<file path="src/sv/fprt_pkg.sv">
// ----------------------------------------------------------------------------
// fprt_pkg - shared types and constants
// Table geometry, field widths, sequencer states and unit codes for the
// fragment pair reassembly table.
// ----------------------------------------------------------------------------
package fprt_pkg;

  localparam int TABLE_SLOTS = 8;
  localparam int HANDLE_BITS = 8;

  localparam int SEQ_W    = 16;
  localparam int HANDLE_W = 8;
  // stored handle bits: field width masked down to HANDLE_BITS
  localparam int STORE_W  = (HANDLE_BITS < HANDLE_W) ? HANDLE_BITS : HANDLE_W;
  localparam int SLOT_W   = (TABLE_SLOTS > 1) ? $clog2(TABLE_SLOTS) : 1;

  localparam logic [SLOT_W-1:0] LAST_POS = SLOT_W'(TABLE_SLOTS - 1);

  localparam int IN_DATA_W  = 24;
  localparam int OUT_DATA_W = 24;

  typedef enum logic [1:0] {
    ST_IDLE,
    ST_SEARCH,
    ST_INSERT,
    ST_DONE
  } state_t;

  // recency list operations
  typedef enum logic [1:0] {
    ORD_HOLD,
    ORD_TO_OLDEST,
    ORD_TO_NEWEST
  } ord_op_t;

  typedef struct packed {
    ord_op_t           op;
    logic [SLOT_W-1:0] pos;
  } ord_ctl_t;

  // verdict of the compare unit for one visited slot
  typedef enum logic [1:0] {
    CMP_SKIP,
    CMP_NONE,
    CMP_STOP,
    CMP_MERGE
  } cmp_res_t;

endpackage

</file>
<file path="src/sv/fprt_cmp.sv">
// ----------------------------------------------------------------------------
// fprt_cmp - slot compare unit
// Classifies one table slot against the fragment under search.
// ----------------------------------------------------------------------------
module fprt_cmp (
  input  logic                   slot_valid,
  input  logic [fprt_pkg::SEQ_W-1:0] slot_seq,
  input  logic                   slot_head,
  input  logic [fprt_pkg::SEQ_W-1:0] frag_seq,
  input  logic [fprt_pkg::SEQ_W-1:0] partner_seq,
  input  logic                   frag_head,
  output fprt_pkg::cmp_res_t     res
);
  import fprt_pkg::*;

  always_comb begin
    if (!slot_valid) begin
      res = CMP_SKIP;
    end else if (slot_seq == frag_seq) begin
      res = CMP_STOP;
    end else if (slot_seq == partner_seq) begin
      res = (slot_head != frag_head) ? CMP_MERGE : CMP_STOP;
    end else begin
      res = CMP_NONE;
    end
  end

endmodule

</file>
<file path="src/sv/fprt_order.sv">
// ----------------------------------------------------------------------------
// fprt_order - recency list
// Slot indices from newest (position 0) to oldest; moves one entry to
// either end per cycle.
// ----------------------------------------------------------------------------
module fprt_order (
  input  logic                         clk,
  input  logic                         rst_n,
  input  fprt_pkg::ord_ctl_t           ctl,
  output logic [fprt_pkg::SLOT_W-1:0]  rd_slot,
  output logic [fprt_pkg::SLOT_W-1:0]  oldest_slot
);
  import fprt_pkg::*;

  logic [SLOT_W-1:0] order_r [TABLE_SLOTS];

  assign rd_slot     = order_r[ctl.pos];
  assign oldest_slot = order_r[LAST_POS];

  always_ff @(posedge clk) begin
    if (!rst_n) begin
      for (int i = 0; i < TABLE_SLOTS; i++) begin
        order_r[i] <= SLOT_W'(i);
      end
    end else begin
      case (ctl.op)
        ORD_TO_OLDEST: begin
          for (int i = 0; i < TABLE_SLOTS - 1; i++) begin
            if (i >= int'(ctl.pos)) begin
              order_r[i] <= order_r[i + 1];
            end
          end
          order_r[TABLE_SLOTS - 1] <= order_r[ctl.pos];
        end
        ORD_TO_NEWEST: begin
          // only ever used on the oldest entry: rotate toward the old end
          for (int i = 1; i < TABLE_SLOTS; i++) begin
            order_r[i] <= order_r[i - 1];
          end
          order_r[0] <= order_r[TABLE_SLOTS - 1];
        end
        default: begin
        end
      endcase
    end
  end

endmodule

</file>
<file path="src/sv/fragment_pair_reassembly_table_top.sv">
// ----------------------------------------------------------------------------
// fragment_pair_reassembly_table_top - fragment pair reassembly table
// Buffers half-packets in a recency-ordered table and pairs head and tail
// fragments by sequence number.
// ----------------------------------------------------------------------------
//
// Channel   Dir  tdata (low bit up)                          tuser
// in_*      in   frag_seqno[15:0], frag_handle[23:16]        frag_is_head
// out_*     out  first_handle[7:0], second_handle[15:8],     merged[0],
//                dropped_handle[23:16]                       dropped_valid[1]
//
// Sequence: one input transfer, then a search that visits up to TABLE_SLOTS
// slots newest to oldest (one slot per cycle through the shared compare
// unit), an insert step when no pair is formed, and a load of the output
// register.
// Reset (synchronous, rst_n low) empties the table and restores the
// recency list to ascending slot order.
// in_tready is high only while the sequencer is idle. A result held in the
// output register does not block the next input transfer; a finished result
// waits in the done state until the output register is free.
//
module fragment_pair_reassembly_table_top (
  input  logic                              clk,
  input  logic                              rst_n,
  // input channel
  input  logic                              in_tvalid,
  output logic                              in_tready,
  input  logic [fprt_pkg::IN_DATA_W-1:0]    in_tdata,  // seqno[15:0], handle[23:16]
  input  logic                              in_tuser,  // is_head
  // result channel
  output logic                              out_tvalid,
  input  logic                              out_tready,
  output logic [fprt_pkg::OUT_DATA_W-1:0]   out_tdata, // first[7:0], second[15:8],
                                                       // dropped_handle[23:16]
  output logic [1:0]                        out_tuser  // merged[0], dropped_valid[1]
);
  import fprt_pkg::*;

  // sequencer
  state_t state_r, state_nxt;
  logic [SLOT_W-1:0] pos_r;

  // fragment under search
  logic [SEQ_W-1:0]   frag_seq_r;
  logic [SEQ_W-1:0]   partner_seq_r;
  logic               frag_head_r;
  logic [STORE_W-1:0] frag_handle_r;

  // table
  logic               slot_valid_r [TABLE_SLOTS];
  logic [SEQ_W-1:0]   slot_seq_r   [TABLE_SLOTS];
  logic               slot_head_r  [TABLE_SLOTS];
  logic [STORE_W-1:0] slot_buf_r   [TABLE_SLOTS];

  // result under construction, and the output register
  logic               res_merged_r;
  logic [HANDLE_W-1:0] res_first_r, res_second_r, res_drop_h_r;
  logic               res_drop_v_r;
  logic               out_valid_r;
  logic [OUT_DATA_W-1:0] out_data_r;
  logic [1:0]         out_user_r;

  // control
  ord_ctl_t          ord_ctl;
  logic [SLOT_W-1:0] rd_slot, oldest_slot;
  cmp_res_t          cmp_res;
  logic              out_free;
  logic              accept;

  fprt_order u_order (
    .clk         (clk),
    .rst_n       (rst_n),
    .ctl         (ord_ctl),
    .rd_slot     (rd_slot),
    .oldest_slot (oldest_slot)
  );

  fprt_cmp u_cmp (
    .slot_valid  (slot_valid_r[rd_slot]),
    .slot_seq    (slot_seq_r[rd_slot]),
    .slot_head   (slot_head_r[rd_slot]),
    .frag_seq    (frag_seq_r),
    .partner_seq (partner_seq_r),
    .frag_head   (frag_head_r),
    .res         (cmp_res)
  );

  assign out_free = !out_valid_r || out_tready;
  assign accept   = in_tvalid && in_tready;

  // next state
  always_comb begin
    state_nxt = state_r;
    case (state_r)
      ST_IDLE: begin
        if (in_tvalid) state_nxt = ST_SEARCH;
      end
      ST_SEARCH: begin
        if (cmp_res == CMP_MERGE) begin
          state_nxt = ST_DONE;
        end else if (cmp_res == CMP_STOP || pos_r == LAST_POS) begin
          state_nxt = ST_INSERT;
        end
      end
      ST_INSERT: state_nxt = ST_DONE;
      ST_DONE: begin
        if (out_free) state_nxt = ST_IDLE;
      end
      default: state_nxt = ST_IDLE;
    endcase
  end

  // sequencer outputs
  always_comb begin
    in_tready   = 1'b0;
    ord_ctl.op  = ORD_HOLD;
    ord_ctl.pos = pos_r;
    case (state_r)
      ST_IDLE: in_tready = 1'b1;
      ST_SEARCH: begin
        // a hit (merge or stop) sends the visited entry to the oldest end
        if (cmp_res == CMP_MERGE || cmp_res == CMP_STOP) ord_ctl.op = ORD_TO_OLDEST;
      end
      ST_INSERT: begin
        ord_ctl.op  = ORD_TO_NEWEST;
        ord_ctl.pos = LAST_POS;
      end
      default: begin
      end
    endcase
  end

  always_ff @(posedge clk) begin
    if (!rst_n) begin
      state_r <= ST_IDLE;
    end else begin
      state_r <= state_nxt;
    end
  end

  // slot valid bits
  always_ff @(posedge clk) begin
    if (!rst_n) begin
      for (int i = 0; i < TABLE_SLOTS; i++) begin
        slot_valid_r[i] <= 1'b0;
      end
    end else if (state_r == ST_SEARCH && cmp_res == CMP_MERGE) begin
      slot_valid_r[rd_slot] <= 1'b0;
    end else if (state_r == ST_INSERT) begin
      slot_valid_r[oldest_slot] <= 1'b1;
    end
  end

  // slot payload and working registers
  always_ff @(posedge clk) begin
    if (accept) begin
      frag_seq_r    <= in_tdata[SEQ_W-1:0];
      frag_head_r   <= in_tuser;
      frag_handle_r <= in_tdata[SEQ_W +: STORE_W];
      partner_seq_r <= in_tuser ? SEQ_W'(in_tdata[SEQ_W-1:0] + 1'b1)
                                : SEQ_W'(in_tdata[SEQ_W-1:0] - 1'b1);
      pos_r         <= '0;
    end
    if (state_r == ST_SEARCH) begin
      pos_r <= SLOT_W'(pos_r + 1'b1);
      if (cmp_res == CMP_MERGE) begin
        res_merged_r <= 1'b1;
        res_first_r  <= frag_head_r ? HANDLE_W'(frag_handle_r)
                                    : HANDLE_W'(slot_buf_r[rd_slot]);
        res_second_r <= frag_head_r ? HANDLE_W'(slot_buf_r[rd_slot])
                                    : HANDLE_W'(frag_handle_r);
        res_drop_v_r <= 1'b0;
        res_drop_h_r <= '0;
      end
    end
    if (state_r == ST_INSERT) begin
      res_merged_r <= 1'b0;
      res_first_r  <= '0;
      res_second_r <= '0;
      res_drop_v_r <= slot_valid_r[oldest_slot];
      res_drop_h_r <= slot_valid_r[oldest_slot] ? HANDLE_W'(slot_buf_r[oldest_slot]) : '0;
      slot_seq_r[oldest_slot]  <= frag_seq_r;
      slot_head_r[oldest_slot] <= frag_head_r;
      slot_buf_r[oldest_slot]  <= frag_handle_r;
    end
  end

  // output register
  always_ff @(posedge clk) begin
    if (!rst_n) begin
      out_valid_r <= 1'b0;
    end else if (state_r == ST_DONE && out_free) begin
      out_valid_r <= 1'b1;
    end else if (out_tready) begin
      out_valid_r <= 1'b0;
    end
  end

  always_ff @(posedge clk) begin
    if (state_r == ST_DONE && out_free) begin
      out_data_r <= {res_drop_h_r, res_second_r, res_first_r};
      out_user_r <= {res_drop_v_r, res_merged_r};
    end
  end

  assign out_tvalid = out_valid_r;
  assign out_tdata  = out_data_r;
  assign out_tuser  = out_user_r;

endmodule

</file>
<file path="config.mk">
export PLATFORM = sky130hd
export DESIGN_NAME = fragment_pair_reassembly_table_top
export DESIGN_NICKNAME = d
export VERILOG_FILES = /design/src/sv/fprt_pkg.sv /design/src/sv/fprt_cmp.sv /design/src/sv/fprt_order.sv /design/src/sv/fragment_pair_reassembly_table_top.sv
export SDC_FILE = /design/constraint.sdc
export NUM_CORES = 1
export LEC_CHECK = 0
export BUFFER_PORTS_ARGS = -buffer_cell sky130_fd_sc_hd__buf_2
export CAP_MARGIN = 0
export CORE_ASPECT_RATIO = 1.4
export CORE_MARGIN = 3
export CORE_UTILIZATION = 23
export CTS_BUF_LIST = sky130_fd_sc_hd__clkbuf_2
export CTS_CLUSTER_DIAMETER = 120
export DETAILED_ROUTE_END_ITERATION = 10
export PLACE_DENSITY_LB_ADDON = 0.25
export SYNTH_ARGS = -nofsm -noshare
export SYNTH_HDL_FRONTEND = slang
export SYNTH_SLANG_ARGS = --single-unit
</file>
<file path="constraint.sdc">
create_clock -name clk -period 12.89 [get_ports clk]
set_clock_uncertainty 0.1 [all_clocks]
set_input_delay 3.867 -clock clk [delete_from_list [all_inputs] [get_ports clk]]
set_output_delay 3.867 -clock clk [all_outputs]
set_load 0.02 [all_outputs]
</file>
; Word level (Yosys, flattened, before mapping)
; Memory sizes are Yosys's and may differ from the RTL's.
; Cells that the tools add are included.
[totals]
ff_bits = 99
output_inout_bits = 28
ramBits = 232
word_cells = 168
n_memories = 5
[classes]
bitwise = 16
add_sub_neg = 3
n_lt_le_gt_ge = 7
mux = 92
reduce_logical = 17
n_eq_ne = 14
[memory_table]
columns = memory, words, word_bits, read_ports, rd_ports_with_merged_regs, wr, line_no
row1 = slot_seq_r, 8, 16, 1, 0, 1, fragment_pair_reassembly_table_top.sv:51  ; logic [SEQ_W-1:0] slot_seq_r [TABLE_SLOTS];
row2 = slot_buf_r, 8, 8, 2, 0, 1, fragment_pair_reassembly_table_top.sv:53  ; logic [STORE_W-1:0] slot_buf_r [TABLE_SLOTS];
row3 = u_order.order_r, 8, 3, 9, 0, 8, fprt_order.sv:15  ; logic [SLOT_W-1:0] order_r [TABLE_SLOTS];
row4 = slot_head_r, 8, 1, 1, 0, 1, fragment_pair_reassembly_table_top.sv:52  ; logic slot_head_r [TABLE_SLOTS];
row5 = slot_valid_r, 8, 1, 2, 0, 8, fragment_pair_reassembly_table_top.sv:50  ; logic slot_valid_r [TABLE_SLOTS];
[ops]
columns = operator, count
row1 = 2-to-1 mux 3 bit, 21
row2 = 2-to-1 mux 1 bit, 55
row3 = 2-to-1 mux 8 bit, 6
row4 = == test 16 bit, 2
row5 = "adder 16 x 1 -> 16 bit, second input constant", 1
row6 = 2-to-1 mux 16 bit, 1
row7 = OR 1 bit, 16
row8 = "subtractor 16 x 1 -> 16 bit, second input constant", 1
row9 = 2-to-1 mux 2 bit, 7
row10 = "== test 2 bit, second input constant", 5
row11 = ">= comparator 3 bit, first input constant", 3
row12 = case mux 2 bit (4 select lines), 1
row13 = nonzero test 2 bit, 4
row14 = ">= comparator 1 x 3 -> 1 bit, first input constant", 2
row15 = ">= comparator 2 x 3 -> 1 bit, first input constant", 2
row16 = "== test 2 x 1 -> 1 bit, second input constant", 2
row17 = "!= test 2 bit, second input constant", 2
row18 = case mux 2 bit (2 select lines), 1
row19 = AND reduction 2 bit, 2
row20 = "adder 3 x 1 -> 3 bit, second input constant", 1
row21 = "== test 3 bit, second input constant", 1
row22 = logical AND 1 bit, 3
row23 = logical OR 1 bit, 3
row24 = "!= test 3 bit, second input constant", 1
row25 = 5 further kinds, 6

; Longest topological paths before layout
; An unclocked memory read counts as a cell.
[depth]
ltp_word = 19
depth_mapped = 20
depth_no_buf = 13

; Cells and area by module
; Synthesis repeated with hierarchy kept, for this count alone.
[unflattened]
hier_cells = 882
area_unflattened_um2 = 14711.6
[by_module_without_submodules]
columns = mod, seq_area_each_um2, area_per_inst_um2, n_inst, cells_per_inst
row1 = fragment_pair_reassembly_table_top, 8938.6, 12919.9, 1, 716
row2 = fprt_order, 720.7, 1422.6, 1, 121
row3 = fprt_cmp, 0.0, 369.1, 1, 45

; Worst setup path after synthesis
; OpenSTA, ideal clock, no wires.
[synth_path]
kind = input -> register
start = input port in_tuser
end = register partner_seq_r[13] (data pin)
t_required_ns = 12.523
setup_ns = 0.267
arrival_time_ns = 6.461
slack_ns = 6.062
path_stages = 13
path_cell_list = inv_1 ha_1 a21o_1 a21oi_1 o21bai_1 a21oi_1 o21bai_1 a21oi_1 o21bai_1 a2111oi_0 o31ai_1 a211oi_1 nor3_1
[synth_via]
elab_chain_cells = 1
[synth_rtl]
columns = item, line_no
row1 = from (decl), fragment_pair_reassembly_table_top.sv:29  ; input logic in_tuser,
row2 = 2-to-1 mux 16 bit, fragment_pair_reassembly_table_top.sv:160  ; partner_seq_r <= in_tuser ? SEQ_W'(in_tdata[SEQ_W-1:0] + 1'b1)
row3 = to (signal assigned), fragment_pair_reassembly_table_top.sv:160
row4 = to (decl), fragment_pair_reassembly_table_top.sv:45  ; logic [SEQ_W-1:0] partner_seq_r;
; No other way between the ends.
; A chain may end at the register's enable or synchronous reset.

==> impl_metrics.prom <==
# TYPE chip_impl_metric gauge
chip_impl_info{name="start_kind",value="flip-flop"} 1
chip_impl_metric{name="grt_first_pass_wirelength",unit="mm"} 63.40
chip_impl_metric{name="syn-num-nets",unit=""} 1212
chip_impl_info{name="endpoint_kind",value="flip-flop"} 1
chip_impl_metric{name="critPathRequiredTime",unit="ps"} 13470
chip_impl_metric{name="design.portCount",unit=""} 57
chip_impl_metric{name="fmax",unit="MHz"} 147.3
chip_impl_metric{name="detail_route.wirelength",unit="mm"} 41.44
chip_impl_metric{name="dieHeight",unit="um"} 314.5
chip_impl_metric{name="timing.critical_path.arrival",unit="ps"} 7370
chip_impl_metric{name="cts_hold_repair.buffers",unit=""} 0
chip_impl_metric{name="syn_area",unit="um^2"} 15640
chip_impl_metric{name="largest_net_degree_at_the_start_of_global_routing",unit=""} 55
chip_impl_info{name="primary_flip_flop_cell_chosen_by_synthesis_mapping",value="sky130_fd_sc_hd__edfxtp_1"} 1
chip_impl_metric{name="row_count",unit=""} 112
chip_impl_metric{name="setup_violations",unit=""} 0
chip_impl_metric{name="first_global_vias",unit=""} 10600
chip_impl_metric{name="final.setup.worst_slack",unit="ps"} 6102
chip_impl_metric{name="share_of_the_core_filled_with_cells_in_the_final_layout",unit=""} 0.2646
chip_impl_metric{name="synth_async_sr_flop_share",unit=""} 0
chip_impl_info{name="cts-root-buf",value="sky130_fd_sc_hd__clkbuf_2"} 1
chip_impl_metric{name="nets",unit=""} 1320
chip_impl_metric{name="port_buffers",unit=""} 56
chip_impl_info{name="top_usage_layer",value="met2"} 1
chip_impl_metric{name="synth.ff_latch_count",unit=""} 331
chip_impl_metric{name="layout-drive-gt1-share",unit=""} 0.2199
chip_impl_metric{name="effective_utilization_at_floorplan",unit=""} 0.2335
chip_impl_metric{name="tightest_slew",unit="ps"} 1083
chip_impl_metric{name="groute.usage.overall",unit=""} 0.1181
chip_impl_metric{name="later_pin_clock_latency_in_the_skew_report",unit="ps"} 1060
chip_impl_metric{name="synthesis.instances",unit=""} 1161
chip_impl_metric{name="place_worst_setup_slack",unit="ps"} 5411
chip_impl_metric{name="post-cts-setup-buffers",unit=""} 0
chip_impl_metric{name="post_dr_wirelength_cell",unit="um"} 18.89
chip_impl_metric{name="cts_h_tree_depth",unit=""} 3
chip_impl_metric{name="slew_headroom",unit=""} 0.2773
chip_impl_metric{name="die_w",unit="um"} 226.4
chip_impl_metric{name="grt_util_met3",unit=""} 0.02630
chip_impl_metric{name="syn_area_per_cell",unit="um^2"} 13.47
chip_impl_metric{name="detailroute.via_count",unit=""} 10010
chip_impl_metric{name="synthDistinctLibCells",unit=""} 91
chip_impl_metric{name="placedInstanceArea",unit="um^2"} 16860
chip_impl_metric{name="number_of_antenna_violations_at_the_first_check_in_global_routing",unit=""} 1
chip_impl_metric{name="hold_ws",unit="ps"} 296.9
chip_impl_metric{name="coreArea",unit="um^2"} 66980
chip_impl_metric{name="gp_congestion",unit=""} 0.7806
chip_impl_info{name="tritoncts",value="yes"} 1
chip_impl_metric{name="route.antenna.remaining_nets",unit=""} 0
chip_impl_metric{name="die-area",unit="um^2"} 71200
chip_impl_metric{name="number_of_slew_limit_violations_in_the_final_report",unit=""} 0
chip_impl_metric{name="final_cycle_share",unit=""} 0.5266
chip_impl_info{name="grt_setup_unrepaired",value="no"} 1
chip_impl_metric{name="final.fill_count",unit=""} 7000
chip_impl_metric{name="area_growth_syn_to_layout",unit="%"} 13.35
chip_impl_metric{name="p_per_area",unit="nW/um^2"} 250.7
chip_impl_metric{name="vdd_drop_max",unit="uV"} 152.9
chip_impl_info{name="setup.worst_path.class",value="flip-flop to flip-flop"} 1
chip_impl_metric{name="gr-total-overflow",unit=""} 0
chip_impl_metric{name="numClockSinks",unit=""} 331
chip_impl_metric{name="critical_path.max_fanout",unit=""} 54
chip_impl_metric{name="number_of_enable_type_register_cells_in_the_synthesized_netlist",unit=""} 303
chip_impl_metric{name="yosysSeqAreaShare",unit=""} 0.6177
chip_impl_metric{name="ctsResizeCount",unit=""} 0
chip_impl_metric{name="vias_per_cell",unit=""} 4.561
chip_impl_info{name="hold_path.class",value="flip-flop to flip-flop"} 1
chip_impl_metric{name="route.detailed.drc",unit=""} 0
chip_impl_metric{name="worst_setup_hold_path_clk_slew",unit="ps"} 100
chip_impl_metric{name="max_clock_buf_depth",unit=""} 3
chip_impl_metric{name="grt_use_met1",unit=""} 0.1394
chip_impl_metric{name="finish.instance_area",unit="um^2"} 17730
chip_impl_metric{name="dp.final_hpwl",unit="mm"} 26.83
chip_impl_metric{name="leakage_power_total",unit="nW"} 6.252
chip_impl_metric{name="hold_violations",unit=""} 0
chip_impl_metric{name="timing.final.crit_period",unit="ps"} 6788
chip_impl_metric{name="first_pass_iters",unit=""} 5
chip_impl_metric{name="ys_warn_count",unit=""} 0
chip_impl_metric{name="setup-tns-final",unit="ps"} 0
chip_impl_metric{name="met2_track_demand_over_resource",unit=""} 0.2039
chip_impl_metric{name="detail_route.iter0.violations",unit=""} 501
chip_impl_metric{name="cts_made_buffers",unit=""} 87
chip_impl_info{name="outcome",value="finished, final reports clean"} 1
chip_impl_metric{name="max_cap_viol_count",unit=""} 0
==> area by class of cell <==
cell class,instances,area (um^2),area share
inverters,37,138.9,0.007835
diodes,2,5.005,0.0002823
clock buffers,130,650.6,0.03670
repair buffers,83,483.0,0.02725
clock inverters,27,211.5,0.01193
well taps,855,1070,0.06035
flip-flops and latches,331,9659,0.5449
multi-input cells,729,5508,0.3107
==> layer usage <==
metal,vias to the layer above,routed length (um),part of all wire
met3,71,2175,0.052
met4,0,1167,0.028
met5,-,0,0
met2,262,20830,0.50
li1,4747,-,-
met1,4926,17260,0.42
==> through the flow <==
step	power, W	instances
after global routing	0.004789	2193
final	0.004443	2194
after global placement	0.003690	2035
after CTS	0.004518	2192
after floorplan	0.003144	1161
after detailed placement	0.003711	2035
==> power by group <==
part           internal [W]  leakage (nW)  switching (W)
combinational      0.000782          2.64        0.00142
clock              0.000335         0.641       0.000449
sequential          0.00134          2.97       0.000113
total               0.00246          6.25        0.00198
==> cell usage in the layout (no fill, tap or decap), drive strengths merged, types with 6 or more instances in the layout <==
cell and n:
edfxtp 303, nand2 131, clkbuf 130, buf 83, mux2i 69, nor2 69, inv 39, o21ai 35
nand3 34, a211oi 34, a21oi 31, dfxtp 28, mux4 28, xnor2 26, nor3 23, ha 21
clkinv 21, xor2 19, a31oi 17, and3 15, and4 12, o211ai 10, or3 10, nor4 10
o211a 9, a21o 9, nand2b 8, a311oi 8, nor2b 7, and2 7, nand4 7, o21bai 6
or4 6
==> critical path, stage by stage, from the launching register on <==
cell                       delay (ps)
sky130_fd_sc_hd__dfxtp_1          330
sky130_fd_sc_hd__inv_1            160
sky130_fd_sc_hd__ha_1             170
sky130_fd_sc_hd__buf_4            390
sky130_fd_sc_hd__nor2_2           150
sky130_fd_sc_hd__a221oi_2         730
sky130_fd_sc_hd__a21o_2           680
sky130_fd_sc_hd__buf_4            690
sky130_fd_sc_hd__mux4_1           670
sky130_fd_sc_hd__mux2i_2          250
sky130_fd_sc_hd__xnor2_1          100
sky130_fd_sc_hd__nor4_1           540
sky130_fd_sc_hd__nand4_1          380
sky130_fd_sc_hd__o22ai_4          450
sky130_fd_sc_hd__nand4_4          220
sky130_fd_sc_hd__o21ai_0          400
==> sequential cells by signal, indices dropped and copies added (netlist names) <==
register	cells
state_r	2
partner_seq_r	16
out_tdata	24
res_drop_h_r	8
res_second_r	8
res_first_r	8
frag_handle_r	8
res_drop_v_r	1
slot_valid_r	8
slot_head_r	8
out_tvalid	1
out_tuser	2
slot_buf_r	64
res_merged_r	1
pos_r	3
slot_seq_r	128
frag_seq_r	16
u_order.order_r	24
frag_head_r	1
==> final timing paths <==
path	start	endpoint	slack, ps	cells past startpoint
setup / recovery	state_r[0]	u_order.order_r[2][1]	6100	15
setup reg to reg	state_r[0]	u_order.order_r[2][1]	6100	15
hold / removal	res_drop_h_r[1]	out_tdata[17]	300	0
hold reg to reg	res_drop_h_r[1]	out_tdata[17]	300	0
==> cell families after synthesis <==
group | synth area share
adders and majority gates | 0.01808
muxes | 0.09089
DFF | 0.6177
buffers and inverters | 0.03273
xor gates and xnor gates | 0.02520
AOI/OAI and AO/OA | 0.1030
and+or+nand+nor | 0.1124
==> Yosys cell counts (6+ instances only) <==
library cell | instances | share of area
sky130_fd_sc_hd__a31oi_1 | 17 | 0.0068
sky130_fd_sc_hd__a211oi_1 | 32 | 0.015
sky130_fd_sc_hd__edfxtp_1 | 303 | 0.58
sky130_fd_sc_hd__inv_1 | 37 | 0.0089
sky130_fd_sc_hd__a21oi_1 | 29 | 0.0093
sky130_fd_sc_hd__o21bai_1 | 6 | 0.0029
sky130_fd_sc_hd__and3_1 | 15 | 0.0060
sky130_fd_sc_hd__a21o_1 | 9 | 0.0043
sky130_fd_sc_hd__o21ai_0 | 30 | 0.0096
sky130_fd_sc_hd__dfxtp_1 | 28 | 0.036
sky130_fd_sc_hd__buf_2 | 10 | 0.0032
sky130_fd_sc_hd__nand2b_1 | 8 | 0.0032
sky130_fd_sc_hd__nor2b_1 | 7 | 0.0028
sky130_fd_sc_hd__nand2_1 | 131 | 0.031
sky130_fd_sc_hd__and2_1 | 7 | 0.0028
sky130_fd_sc_hd__clkbuf_1 | 32 | 0.0077
sky130_fd_sc_hd__xnor2_1 | 26 | 0.015
sky130_fd_sc_hd__nor4_1 | 9 | 0.0036
sky130_fd_sc_hd__ha_1 | 21 | 0.017
sky130_fd_sc_hd__xor2_1 | 19 | 0.011
sky130_fd_sc_hd__or3_1 | 9 | 0.0036
sky130_fd_sc_hd__nor2_1 | 68 | 0.016
sky130_fd_sc_hd__and4_1 | 12 | 0.0067
sky130_fd_sc_hd__mux2i_1 | 65 | 0.042
sky130_fd_sc_hd__nor3_1 | 20 | 0.0064
sky130_fd_sc_hd__a311oi_1 | 8 | 0.0045
sky130_fd_sc_hd__nand3_1 | 32 | 0.010
sky130_fd_sc_hd__or4_1 | 6 | 0.0029
sky130_fd_sc_hd__o211a_1 | 9 | 0.0058
sky130_fd_sc_hd__mux4_1 | 6 | 0.010
sky130_fd_sc_hd__mux4_2 | 22 | 0.032
sky130_fd_sc_hd__buf_4 | 9 | 0.0043
sky130_fd_sc_hd__o211ai_1 | 10 | 0.0048
No activity file was read; power rests on OpenSTA's default activity.
